--- config.mk ---
export PLATFORM = sky130hd
export DESIGN_NAME = des_round_function
export DESIGN_NICKNAME = d
export VERILOG_FILES = /design/src/rtl/des_rf_pkg.sv /design/src/rtl/des_round_function.sv
export SDC_FILE = /design/constraint.sdc
export NUM_CORES = 1
export LEC_CHECK = 0
export CAP_MARGIN = 15
export CORE_MARGIN = 2
export CORE_UTILIZATION = 45
export DETAILED_ROUTE_END_ITERATION = 6
export DONT_BUFFER_PORTS = 1
export PLACE_DENSITY_LB_ADDON = 0.08
export SLEW_MARGIN = 10
export SYNTH_ARGS = -nofsm -noshare
export SYNTH_HDL_FRONTEND = slang
export SYNTH_SLANG_ARGS = --single-unit
export TNS_END_PERCENT = 1
--- constraint.sdc ---
create_clock -name clk -period 4 [get_ports clk]
set_input_delay 0.2 -clock clk [delete_from_list [all_inputs] [get_ports clk]]
set_output_delay 0.2 -clock clk [all_outputs]
set_load 0.005 [all_outputs]
--- src/rtl/des_rf_pkg.sv ---
// Shared tables and bit-level helpers for the DES round function pipeline.
// Holds the E, P and S-box tables and the expand, S-box lookup and permute functions.
// Has no dependencies.
`timescale 1ns / 1ps
`default_nettype none

package des_rf_pkg;

  typedef logic [31:0]  half_t;
  typedef logic [47:0]  key_t;
  typedef logic [127:0] cand_t;   // four row candidates per S-box, S1 row 0 on top
  typedef logic [15:0]  rows_t;   // row number per S-box, S1 on top

  // Expansion E: 1-based DES bit numbers of the right half (bit 1 = MSB).
  localparam logic [5:0] EXP_TAB [0:47] = '{
    6'd32, 6'd1,  6'd2,  6'd3,  6'd4,  6'd5,  6'd4,  6'd5,  6'd6,  6'd7,  6'd8,  6'd9,
    6'd8,  6'd9,  6'd10, 6'd11, 6'd12, 6'd13, 6'd12, 6'd13, 6'd14, 6'd15, 6'd16, 6'd17,
    6'd16, 6'd17, 6'd18, 6'd19, 6'd20, 6'd21, 6'd20, 6'd21, 6'd22, 6'd23, 6'd24, 6'd25,
    6'd24, 6'd25, 6'd26, 6'd27, 6'd28, 6'd29, 6'd28, 6'd29, 6'd30, 6'd31, 6'd32, 6'd1
  };

  // Permutation P: 1-based DES bit numbers of the S-box output.
  localparam logic [5:0] PERM_TAB [0:31] = '{
    6'd16, 6'd7,  6'd20, 6'd21, 6'd29, 6'd12, 6'd28, 6'd17,
    6'd1,  6'd15, 6'd23, 6'd26, 6'd5,  6'd18, 6'd31, 6'd10,
    6'd2,  6'd8,  6'd24, 6'd14, 6'd32, 6'd27, 6'd3,  6'd9,
    6'd19, 6'd13, 6'd30, 6'd6,  6'd22, 6'd11, 6'd4,  6'd25
  };

  // S-boxes, indexed [box][row * 16 + column].
  localparam logic [3:0] SBOX_TAB [0:7][0:63] = '{
    '{4'd14, 4'd4,  4'd13, 4'd1,  4'd2,  4'd15, 4'd11, 4'd8,
      4'd3,  4'd10, 4'd6,  4'd12, 4'd5,  4'd9,  4'd0,  4'd7,
      4'd0,  4'd15, 4'd7,  4'd4,  4'd14, 4'd2,  4'd13, 4'd1,
      4'd10, 4'd6,  4'd12, 4'd11, 4'd9,  4'd5,  4'd3,  4'd8,
      4'd4,  4'd1,  4'd14, 4'd8,  4'd13, 4'd6,  4'd2,  4'd11,
      4'd15, 4'd12, 4'd9,  4'd7,  4'd3,  4'd10, 4'd5,  4'd0,
      4'd15, 4'd12, 4'd8,  4'd2,  4'd4,  4'd9,  4'd1,  4'd7,
      4'd5,  4'd11, 4'd3,  4'd14, 4'd10, 4'd0,  4'd6,  4'd13},
    '{4'd15, 4'd1,  4'd8,  4'd14, 4'd6,  4'd11, 4'd3,  4'd4,
      4'd9,  4'd7,  4'd2,  4'd13, 4'd12, 4'd0,  4'd5,  4'd10,
      4'd3,  4'd13, 4'd4,  4'd7,  4'd15, 4'd2,  4'd8,  4'd14,
      4'd12, 4'd0,  4'd1,  4'd10, 4'd6,  4'd9,  4'd11, 4'd5,
      4'd0,  4'd14, 4'd7,  4'd11, 4'd10, 4'd4,  4'd13, 4'd1,
      4'd5,  4'd8,  4'd12, 4'd6,  4'd9,  4'd3,  4'd2,  4'd15,
      4'd13, 4'd8,  4'd10, 4'd1,  4'd3,  4'd15, 4'd4,  4'd2,
      4'd11, 4'd6,  4'd7,  4'd12, 4'd0,  4'd5,  4'd14, 4'd9},
    '{4'd10, 4'd0,  4'd9,  4'd14, 4'd6,  4'd3,  4'd15, 4'd5,
      4'd1,  4'd13, 4'd12, 4'd7,  4'd11, 4'd4,  4'd2,  4'd8,
      4'd13, 4'd7,  4'd0,  4'd9,  4'd3,  4'd4,  4'd6,  4'd10,
      4'd2,  4'd8,  4'd5,  4'd14, 4'd12, 4'd11, 4'd15, 4'd1,
      4'd13, 4'd6,  4'd4,  4'd9,  4'd8,  4'd15, 4'd3,  4'd0,
      4'd11, 4'd1,  4'd2,  4'd12, 4'd5,  4'd10, 4'd14, 4'd7,
      4'd1,  4'd10, 4'd13, 4'd0,  4'd6,  4'd9,  4'd8,  4'd7,
      4'd4,  4'd15, 4'd14, 4'd3,  4'd11, 4'd5,  4'd2,  4'd12},
    '{4'd7,  4'd13, 4'd14, 4'd3,  4'd0,  4'd6,  4'd9,  4'd10,
      4'd1,  4'd2,  4'd8,  4'd5,  4'd11, 4'd12, 4'd4,  4'd15,
      4'd13, 4'd8,  4'd11, 4'd5,  4'd6,  4'd15, 4'd0,  4'd3,
      4'd4,  4'd7,  4'd2,  4'd12, 4'd1,  4'd10, 4'd14, 4'd9,
      4'd10, 4'd6,  4'd9,  4'd0,  4'd12, 4'd11, 4'd7,  4'd13,
      4'd15, 4'd1,  4'd3,  4'd14, 4'd5,  4'd2,  4'd8,  4'd4,
      4'd3,  4'd15, 4'd0,  4'd6,  4'd10, 4'd1,  4'd13, 4'd8,
      4'd9,  4'd4,  4'd5,  4'd11, 4'd12, 4'd7,  4'd2,  4'd14},
    '{4'd2,  4'd12, 4'd4,  4'd1,  4'd7,  4'd10, 4'd11, 4'd6,
      4'd8,  4'd5,  4'd3,  4'd15, 4'd13, 4'd0,  4'd14, 4'd9,
      4'd14, 4'd11, 4'd2,  4'd12, 4'd4,  4'd7,  4'd13, 4'd1,
      4'd5,  4'd0,  4'd15, 4'd10, 4'd3,  4'd9,  4'd8,  4'd6,
      4'd4,  4'd2,  4'd1,  4'd11, 4'd10, 4'd13, 4'd7,  4'd8,
      4'd15, 4'd9,  4'd12, 4'd5,  4'd6,  4'd3,  4'd0,  4'd14,
      4'd11, 4'd8,  4'd12, 4'd7,  4'd1,  4'd14, 4'd2,  4'd13,
      4'd6,  4'd15, 4'd0,  4'd9,  4'd10, 4'd4,  4'd5,  4'd3},
    '{4'd12, 4'd1,  4'd10, 4'd15, 4'd9,  4'd2,  4'd6,  4'd8,
      4'd0,  4'd13, 4'd3,  4'd4,  4'd14, 4'd7,  4'd5,  4'd11,
      4'd10, 4'd15, 4'd4,  4'd2,  4'd7,  4'd12, 4'd9,  4'd5,
      4'd6,  4'd1,  4'd13, 4'd14, 4'd0,  4'd11, 4'd3,  4'd8,
      4'd9,  4'd14, 4'd15, 4'd5,  4'd2,  4'd8,  4'd12, 4'd3,
      4'd7,  4'd0,  4'd4,  4'd10, 4'd1,  4'd13, 4'd11, 4'd6,
      4'd4,  4'd3,  4'd2,  4'd12, 4'd9,  4'd5,  4'd15, 4'd10,
      4'd11, 4'd14, 4'd1,  4'd7,  4'd6,  4'd0,  4'd8,  4'd13},
    '{4'd4,  4'd11, 4'd2,  4'd14, 4'd15, 4'd0,  4'd8,  4'd13,
      4'd3,  4'd12, 4'd9,  4'd7,  4'd5,  4'd10, 4'd6,  4'd1,
      4'd13, 4'd0,  4'd11, 4'd7,  4'd4,  4'd9,  4'd1,  4'd10,
      4'd14, 4'd3,  4'd5,  4'd12, 4'd2,  4'd15, 4'd8,  4'd6,
      4'd1,  4'd4,  4'd11, 4'd13, 4'd12, 4'd3,  4'd7,  4'd14,
      4'd10, 4'd15, 4'd6,  4'd8,  4'd0,  4'd5,  4'd9,  4'd2,
      4'd6,  4'd11, 4'd13, 4'd8,  4'd1,  4'd4,  4'd10, 4'd7,
      4'd9,  4'd5,  4'd0,  4'd15, 4'd14, 4'd2,  4'd3,  4'd12},
    '{4'd13, 4'd2,  4'd8,  4'd4,  4'd6,  4'd15, 4'd11, 4'd1,
      4'd10, 4'd9,  4'd3,  4'd14, 4'd5,  4'd0,  4'd12, 4'd7,
      4'd1,  4'd15, 4'd13, 4'd8,  4'd10, 4'd3,  4'd7,  4'd4,
      4'd12, 4'd5,  4'd6,  4'd11, 4'd0,  4'd14, 4'd9,  4'd2,
      4'd7,  4'd11, 4'd4,  4'd1,  4'd9,  4'd12, 4'd14, 4'd2,
      4'd0,  4'd6,  4'd10, 4'd13, 4'd15, 4'd3,  4'd5,  4'd8,
      4'd2,  4'd1,  4'd14, 4'd7,  4'd4,  4'd10, 4'd8,  4'd13,
      4'd15, 4'd12, 4'd9,  4'd0,  4'd3,  4'd5,  4'd6,  4'd11}
  };

  // E expansion: DES bit n of the half sits at vector index 32 - n.
  function automatic key_t expand(input half_t r);
    key_t e;
    e = '0;
    for (int i = 0; i < 48; i++) begin
      e[47 - i] = r[5'(6'd32 - EXP_TAB[i])];
    end
    return e;
  endfunction

  // Column lookup: the inner four bits of each group pick one entry in every row.
  function automatic cand_t lookup_cols(input key_t x);
    cand_t      c;
    logic [5:0] six;
    c   = '0;
    six = '0;
    for (int i = 0; i < 8; i++) begin
      six = x[47 - 6*i -: 6];
      for (int row = 0; row < 4; row++) begin
        c[127 - 16*i - 4*row -: 4] = SBOX_TAB[i][{2'(row), six[4:1]}];
      end
    end
    return c;
  endfunction

  // Outer bits of each group, the row number of its S-box.
  function automatic rows_t outer_bits(input key_t x);
    rows_t rs;
    rs = '0;
    for (int i = 0; i < 8; i++) begin
      rs[15 - 2*i -: 2] = {x[47 - 6*i], x[42 - 6*i]};
    end
    return rs;
  endfunction

  // Row select: keep the candidate of the row that the outer bits name.
  function automatic half_t pick_rows(input cand_t c, input rows_t rs);
    half_t      s;
    logic [1:0] row;
    s   = '0;
    row = '0;
    for (int i = 0; i < 8; i++) begin
      row = rs[15 - 2*i -: 2];
      case (row)
        2'd0:    s[31 - 4*i -: 4] = c[127 - 16*i -: 4];
        2'd1:    s[31 - 4*i -: 4] = c[123 - 16*i -: 4];
        2'd2:    s[31 - 4*i -: 4] = c[119 - 16*i -: 4];
        default: s[31 - 4*i -: 4] = c[115 - 16*i -: 4];
      endcase
    end
    return s;
  endfunction

  // P permutation.
  function automatic half_t permute(input half_t s);
    half_t p;
    p = '0;
    for (int i = 0; i < 32; i++) begin
      p[31 - i] = s[5'(6'd32 - PERM_TAB[i])];
    end
    return p;
  endfunction

endpackage

`default_nettype wire

--- src/rtl/des_round_function.sv ---
// DES round function f(R, K) as a three-stage pipeline with valid/ready handshakes.
// Depends on des_rf_pkg for the E, S-box and P tables and helpers.
//
// Usage:
//   Input channel: in_valid / in_ready carry one transaction of in_right_half
//   (32 bits) and in_round_subkey (48 bits), DES bit 1 in the MSB.
//   Result channel: out_valid / out_ready carry out_f_output (32 bits),
//   P(S(E(R) xor K)), one result per input transaction, in order.
//   Stages: expand/key mix, S-box column lookup, S-box row select and P
//   permutation, one stage each.
//   Throughput: one transaction per cycle, sustained, while out_ready is high.
//   Each stage holds its own valid bit; a bubble in the pipe is filled even
//   while the output waits, so in_ready falls only when all three stages are
//   full and the receiver stalls.
//   Reset (rst_n low, synchronous) clears all valid bits; data registers are
//   not reset. No configuration: the block holds no state between transactions.
`timescale 1ns / 1ps
`default_nettype none

module des_round_function (
  input  wire                   clk,
  input  wire                   rst_n,
  input  wire                   in_valid,
  output logic                  in_ready,
  input  wire des_rf_pkg::half_t in_right_half,
  input  wire des_rf_pkg::key_t  in_round_subkey,
  output logic                  out_valid,
  input  wire                   out_ready,
  output des_rf_pkg::half_t     out_f_output
);
  import des_rf_pkg::*;

  // Stage valid bits and payload registers.
  logic  v1_r, v2_r, v3_r;
  logic  v1_nxt, v2_nxt, v3_nxt;
  key_t  x1_r, x1_nxt;   // E(R) xor K
  cand_t c2_r, c2_nxt;   // every row's S-box entry for each group's column
  rows_t r2_r, r2_nxt;   // row number of each group
  half_t p3_r, p3_nxt;   // permuted result

  // A stage may load when it is empty or its content moves on this cycle.
  logic rdy1, rdy2, rdy3;

  assign rdy3     = !v3_r || out_ready;
  assign rdy2     = !v2_r || rdy3;
  assign rdy1     = !v1_r || rdy2;
  assign in_ready = rdy1;

  assign out_valid    = v3_r;
  assign out_f_output = p3_r;

  always_comb begin
    // Hold by default; advance a stage only when the one after it can take it.
    v1_nxt = v1_r;
    x1_nxt = x1_r;
    v2_nxt = v2_r;
    c2_nxt = c2_r;
    r2_nxt = r2_r;
    v3_nxt = v3_r;
    p3_nxt = p3_r;

    if (rdy1) begin
      v1_nxt = in_valid;
      x1_nxt = expand(in_right_half) ^ in_round_subkey;
    end
    if (rdy2) begin
      v2_nxt = v1_r;
      c2_nxt = lookup_cols(x1_r);
      r2_nxt = outer_bits(x1_r);
    end
    if (rdy3) begin
      v3_nxt = v2_r;
      p3_nxt = permute(pick_rows(c2_r, r2_r));
    end
  end

  always_ff @(posedge clk) begin
    if (!rst_n) begin
      v1_r <= 1'b0;
      v2_r <= 1'b0;
      v3_r <= 1'b0;
    end else begin
      v1_r <= v1_nxt;
      v2_r <= v2_nxt;
      v3_r <= v3_nxt;
    end
  end

  always_ff @(posedge clk) begin
    x1_r <= x1_nxt;
    c2_r <= c2_nxt;
    r2_r <= r2_nxt;
    p3_r <= p3_nxt;
  end

  // Reset empties the whole pipe.
  a_reset_empty: assert property (@(posedge clk)
    !rst_n |=> !v1_r && !v2_r && !v3_r)
    else $error("pipeline not empty after reset");

  // An accepted transaction always lands in the first stage.
  a_accept_lands: assert property (@(posedge clk) disable iff (!rst_n)
    in_valid && in_ready |=> v1_r)
    else $error("accepted transaction lost at stage 1");

  // Stage 1 content moves to stage 2 when stage 2 can take it.
  a_stage1_moves: assert property (@(posedge clk) disable iff (!rst_n)
    v1_r && rdy2 |=> v2_r)
    else $error("stage 1 transaction lost");

  // A blocked middle stage keeps its data.
  a_stage2_holds: assert property (@(posedge clk) disable iff (!rst_n)
    v2_r && !rdy3 |=> v2_r && $stable(c2_r) && $stable(r2_r))
    else $error("stalled stage 2 changed");

  // Backpressure reaches the input only when every stage is full.
  a_full_stall: assert property (@(posedge clk) disable iff (!rst_n)
    !in_ready |-> v1_r && v2_r && v3_r && !out_ready)
    else $error("in_ready low with a free stage");

endmodule

`default_nettype wire

==> results by group <==
Status
  – Status: completed

Detailed routing
  – DRT Wirelength: 21,450 um
  – Antenna Nets Post-Route: 0
  – First-iteration detailed-routing DRC count: 392
  – Metal-1 WL: 9551 um
  – Via/cell ratio: 5.372
  – Highest routed layer: met4
  – WL met2: 10,410 um
  – # DRC: 0
  – Via count: approximately 7.0k
  – Metal3 WL: 959 um
  – Post-DR wirelength/cell: 16.47 um
  – First drt pass iteration count: 5

Global routing
  – Largest net degree at the start of global routing: 140
  – Total congestion overflow: 0
  – Initial antenna violation count: 0
  – First-pass GRT wire length: 34,710 um
  – Vias in the first global route: roughly 6.7k
  – GRT Total Usage: 16.04%

Synthesis
  – EDFF count, synth: 219
  – Synth Warn #: 0
  – Post-synthesis sequential area ratio: about 57%
  – Synth async-reset ratio: 0%
  – Syn avg cell area: 13.19 um^2
  – Flops & latches, synth: 222
  – Syn Inst Count: ~890
  – Syn nets: 1,032
  – Post-synthesis cell area: 11,680 um^2
  – Main flop type after synthesis: edfxtp_1
  – Post-synthesis cell type count: 59

Setup path
  – Slowest CP cell: nand3_4
  – Critical-path cell list: nor2b_1 -> nand3_4
  – Crit end category: output port
  – Reg2Reg Capture Point: x1_r[21]
  – FF-to-FF Start: out_valid
  – CP max FO: 50
  – CP arrival: ~2.3 ns
  – Register-to-Register Setup Slack: 1.68 ns
  – Delay-heaviest family, CP: simple AND/OR/NAND/NOR gates
  – Buf/Inv on CP: 0
  – WP data required: 3.80 ns
  – CP Class: register to output port
  – Worst R2R Path Depth: 2
  – CP startpoint kind: register
  – CP max stage delay: 0.79 ns

Clock tree
  – Clock sinks: ~220
  – Clk_lat worst skew: 0.53 ns
  – CTS Root Cell: clkbuf_16
  – CTS Buffer Depth: 3
  – H-tree depth: 1
  – CTS tree: yes
  – CTS clk-pin slew, worst paths: 0.06 ns
  – Num CTS Buffers: 26
  – Post-CTS Setup Inserts: 0

Timing
  – Final Setup Violations: 0
  – Slew HR: a little under a third
  – Fmax: 398.8 MHz
  – Final Skew: roughly 0.012 ns
  – Min cycle time layout: 2.508 ns
  – Fin. max-slew vios: 0
  – Worst-margin pin slew: 1.024 ns
  – Tcrit/Tclk final: between 60% and 70%
  – RSZ-0062 raised after global routing: no
  – Setup TNS: 0 ns
  – Hold Vio Cnt, Final: 0
  – Final worst setup slack: 1.492 ns

Pwr
  – Tot Pwr: 6.829 mW
  – VDD IR-drop max: 0.0002914 V
  – Leak pwr: 5.132 nW
  – Pwr Density: ~500 nW/um^2

Layout
  – Fillcell total: 2,102
  – Proportion of layout cells with a drive suffix above 1: 10.19%
  – Commonest non-fill, non-tap cell in the layout: edfxtp_1
  – Area delta synth->final: 16.11%
  – Area of the multi-input gates: 4571 um^2
  – Commonest cells after routing, fill and taps aside: edfxtp_1, dlygate4sd3_1, ha_1, o21ai_0, a21oi_1
  – Antenna Cells: 0
  – Post-layout net count: 1,099
  – FF/Latch Area: 6636 um^2

Placement
  – Worst slack, placed: 1.682 ns
  – RePlAce Congestion: 0.8537
  – Final HPWL DP: 13,520 um
  – PortBufs: 0

Floorplan
  – Starting Density: between 40% and 50%
  – Top Ports: 118
  – Row count: 58
  – Die area: ~27,000 um^2
  – CORE AREA: 25,330 um^2
  – Chip height: 165.1 um
  – Die W: 165.1 um

Hold path
  – HP Class: primary input to register
  – Hold Path End: out_valid
  – Hold Path Stages: 2
  – HP Start: out_ready

Run
  – Max-cap violation count: 0
synthesized netlist by cell type, drive strengths merged (13+ instances only):
cell type / n / area [um^2]
mux4: 36 / 810.8
a211oi: 13 / 97.59
o21ai: 71 / 355.3
nand2: 52 / 195.2
inv: 35 / 133.9
edfxtp: 219 / 6576
nand2b: 26 / 162.7
nor2: 44 / 175.2
mux2i: 19 / 190.2
ha: 63 / 788.3
a21oi: 60 / 300.3
xor2: 52 / 455.4
buf: 44 / 319.1
cell families (layout without fill, tap and decap cells):
| group | count (synthesis) | in the layout | synth area share [%] |
|---|---|---|---|
| simple gates | 173 | 173 | 7.233 |
| compound gates | 215 | 215 | 11.14 |
| xor+xnor | 62 | 62 | 4.715 |
| buf+inv | 90 | 177 | 4.265 |
| fa+ha+maj | 63 | 63 | 6.751 |
| flops | 222 | 222 | 56.84 |
| mux | 60 | 60 | 9.055 |
timing repair:
item | in CTS | in global routing
hold endpoints to repair | 51 | 0
hold buffers | 93 | 0
gates resized for setup | 0 | 0
how the worst max path moves through the flow:
| stage | startpoint | to | slack, ns | depth (start not counted) |
|---|---|---|---|---|
| 6_report | out_valid | in_ready | 1.49 | 2 |
| 3_3_place_gp | out_valid | x1_r[20] | 1.74 | 2 |
| 4_1_cts | out_valid | in_ready | 1.46 | 2 |
| 3_5_place_dp | out_valid | x1_r[44] | 1.68 | 2 |
| 2_1_floorplan | out_valid | c2_r[0] | 1.31 | 2 |
| 5_1_grt | out_valid | in_ready | 1.32 | 2 |
sequential cells by signal (all words and copies together), names as in the netlist:
name and count:
v1_r 1, out_valid 1, v2_r 1, c2_r 123, r2_r 16, x1_r 48
out_f_output 32
metrics by stage:
stage	std cells	hold WS (ns)	utilization, %	cell area (um^2)
global route	1302	0.04702	53.53	13560
detailed placement	1161	0.3232	46.44	11760
finish	1302	0.05799	53.53	13560
floorplan	885	0.3178	-	11680
global placement	1161	0.3220	46.44	11760
CTS	1302	0.02927	53.53	13560
routing by layer:
| metal | vias to the layer above | global-route usage (%) |
|---|---|---|
| met5 | - | 0 |
| met4 | 0 | 4.862 |
| met3 | 37 | 2.897 |
| met2 | 157 | 26.74 |
| met1 | 3353 | 21.50 |
| li1 | 3447 | - |
where the power goes:
part	internal [mW]	leakage, nW	switching [mW]
logic	0.569	2.36	0.430
clock network	1.42	0.429	0.924
registers	3.14	2.34	0.352
area by class of cell:
cell class | instances | share of cell area [%]
Timing Repair Buffer | 94 | 6.922
Tap cell | 330 | 3.046
Sequential cell | 222 | 48.95
Multi-Input combinational cell | 573 | 33.71
Inverter | 35 | 0.9875
Clock buffer | 33 | 5.371
Clock inverter | 15 | 1.006
(Power assumes the default switching activity.)
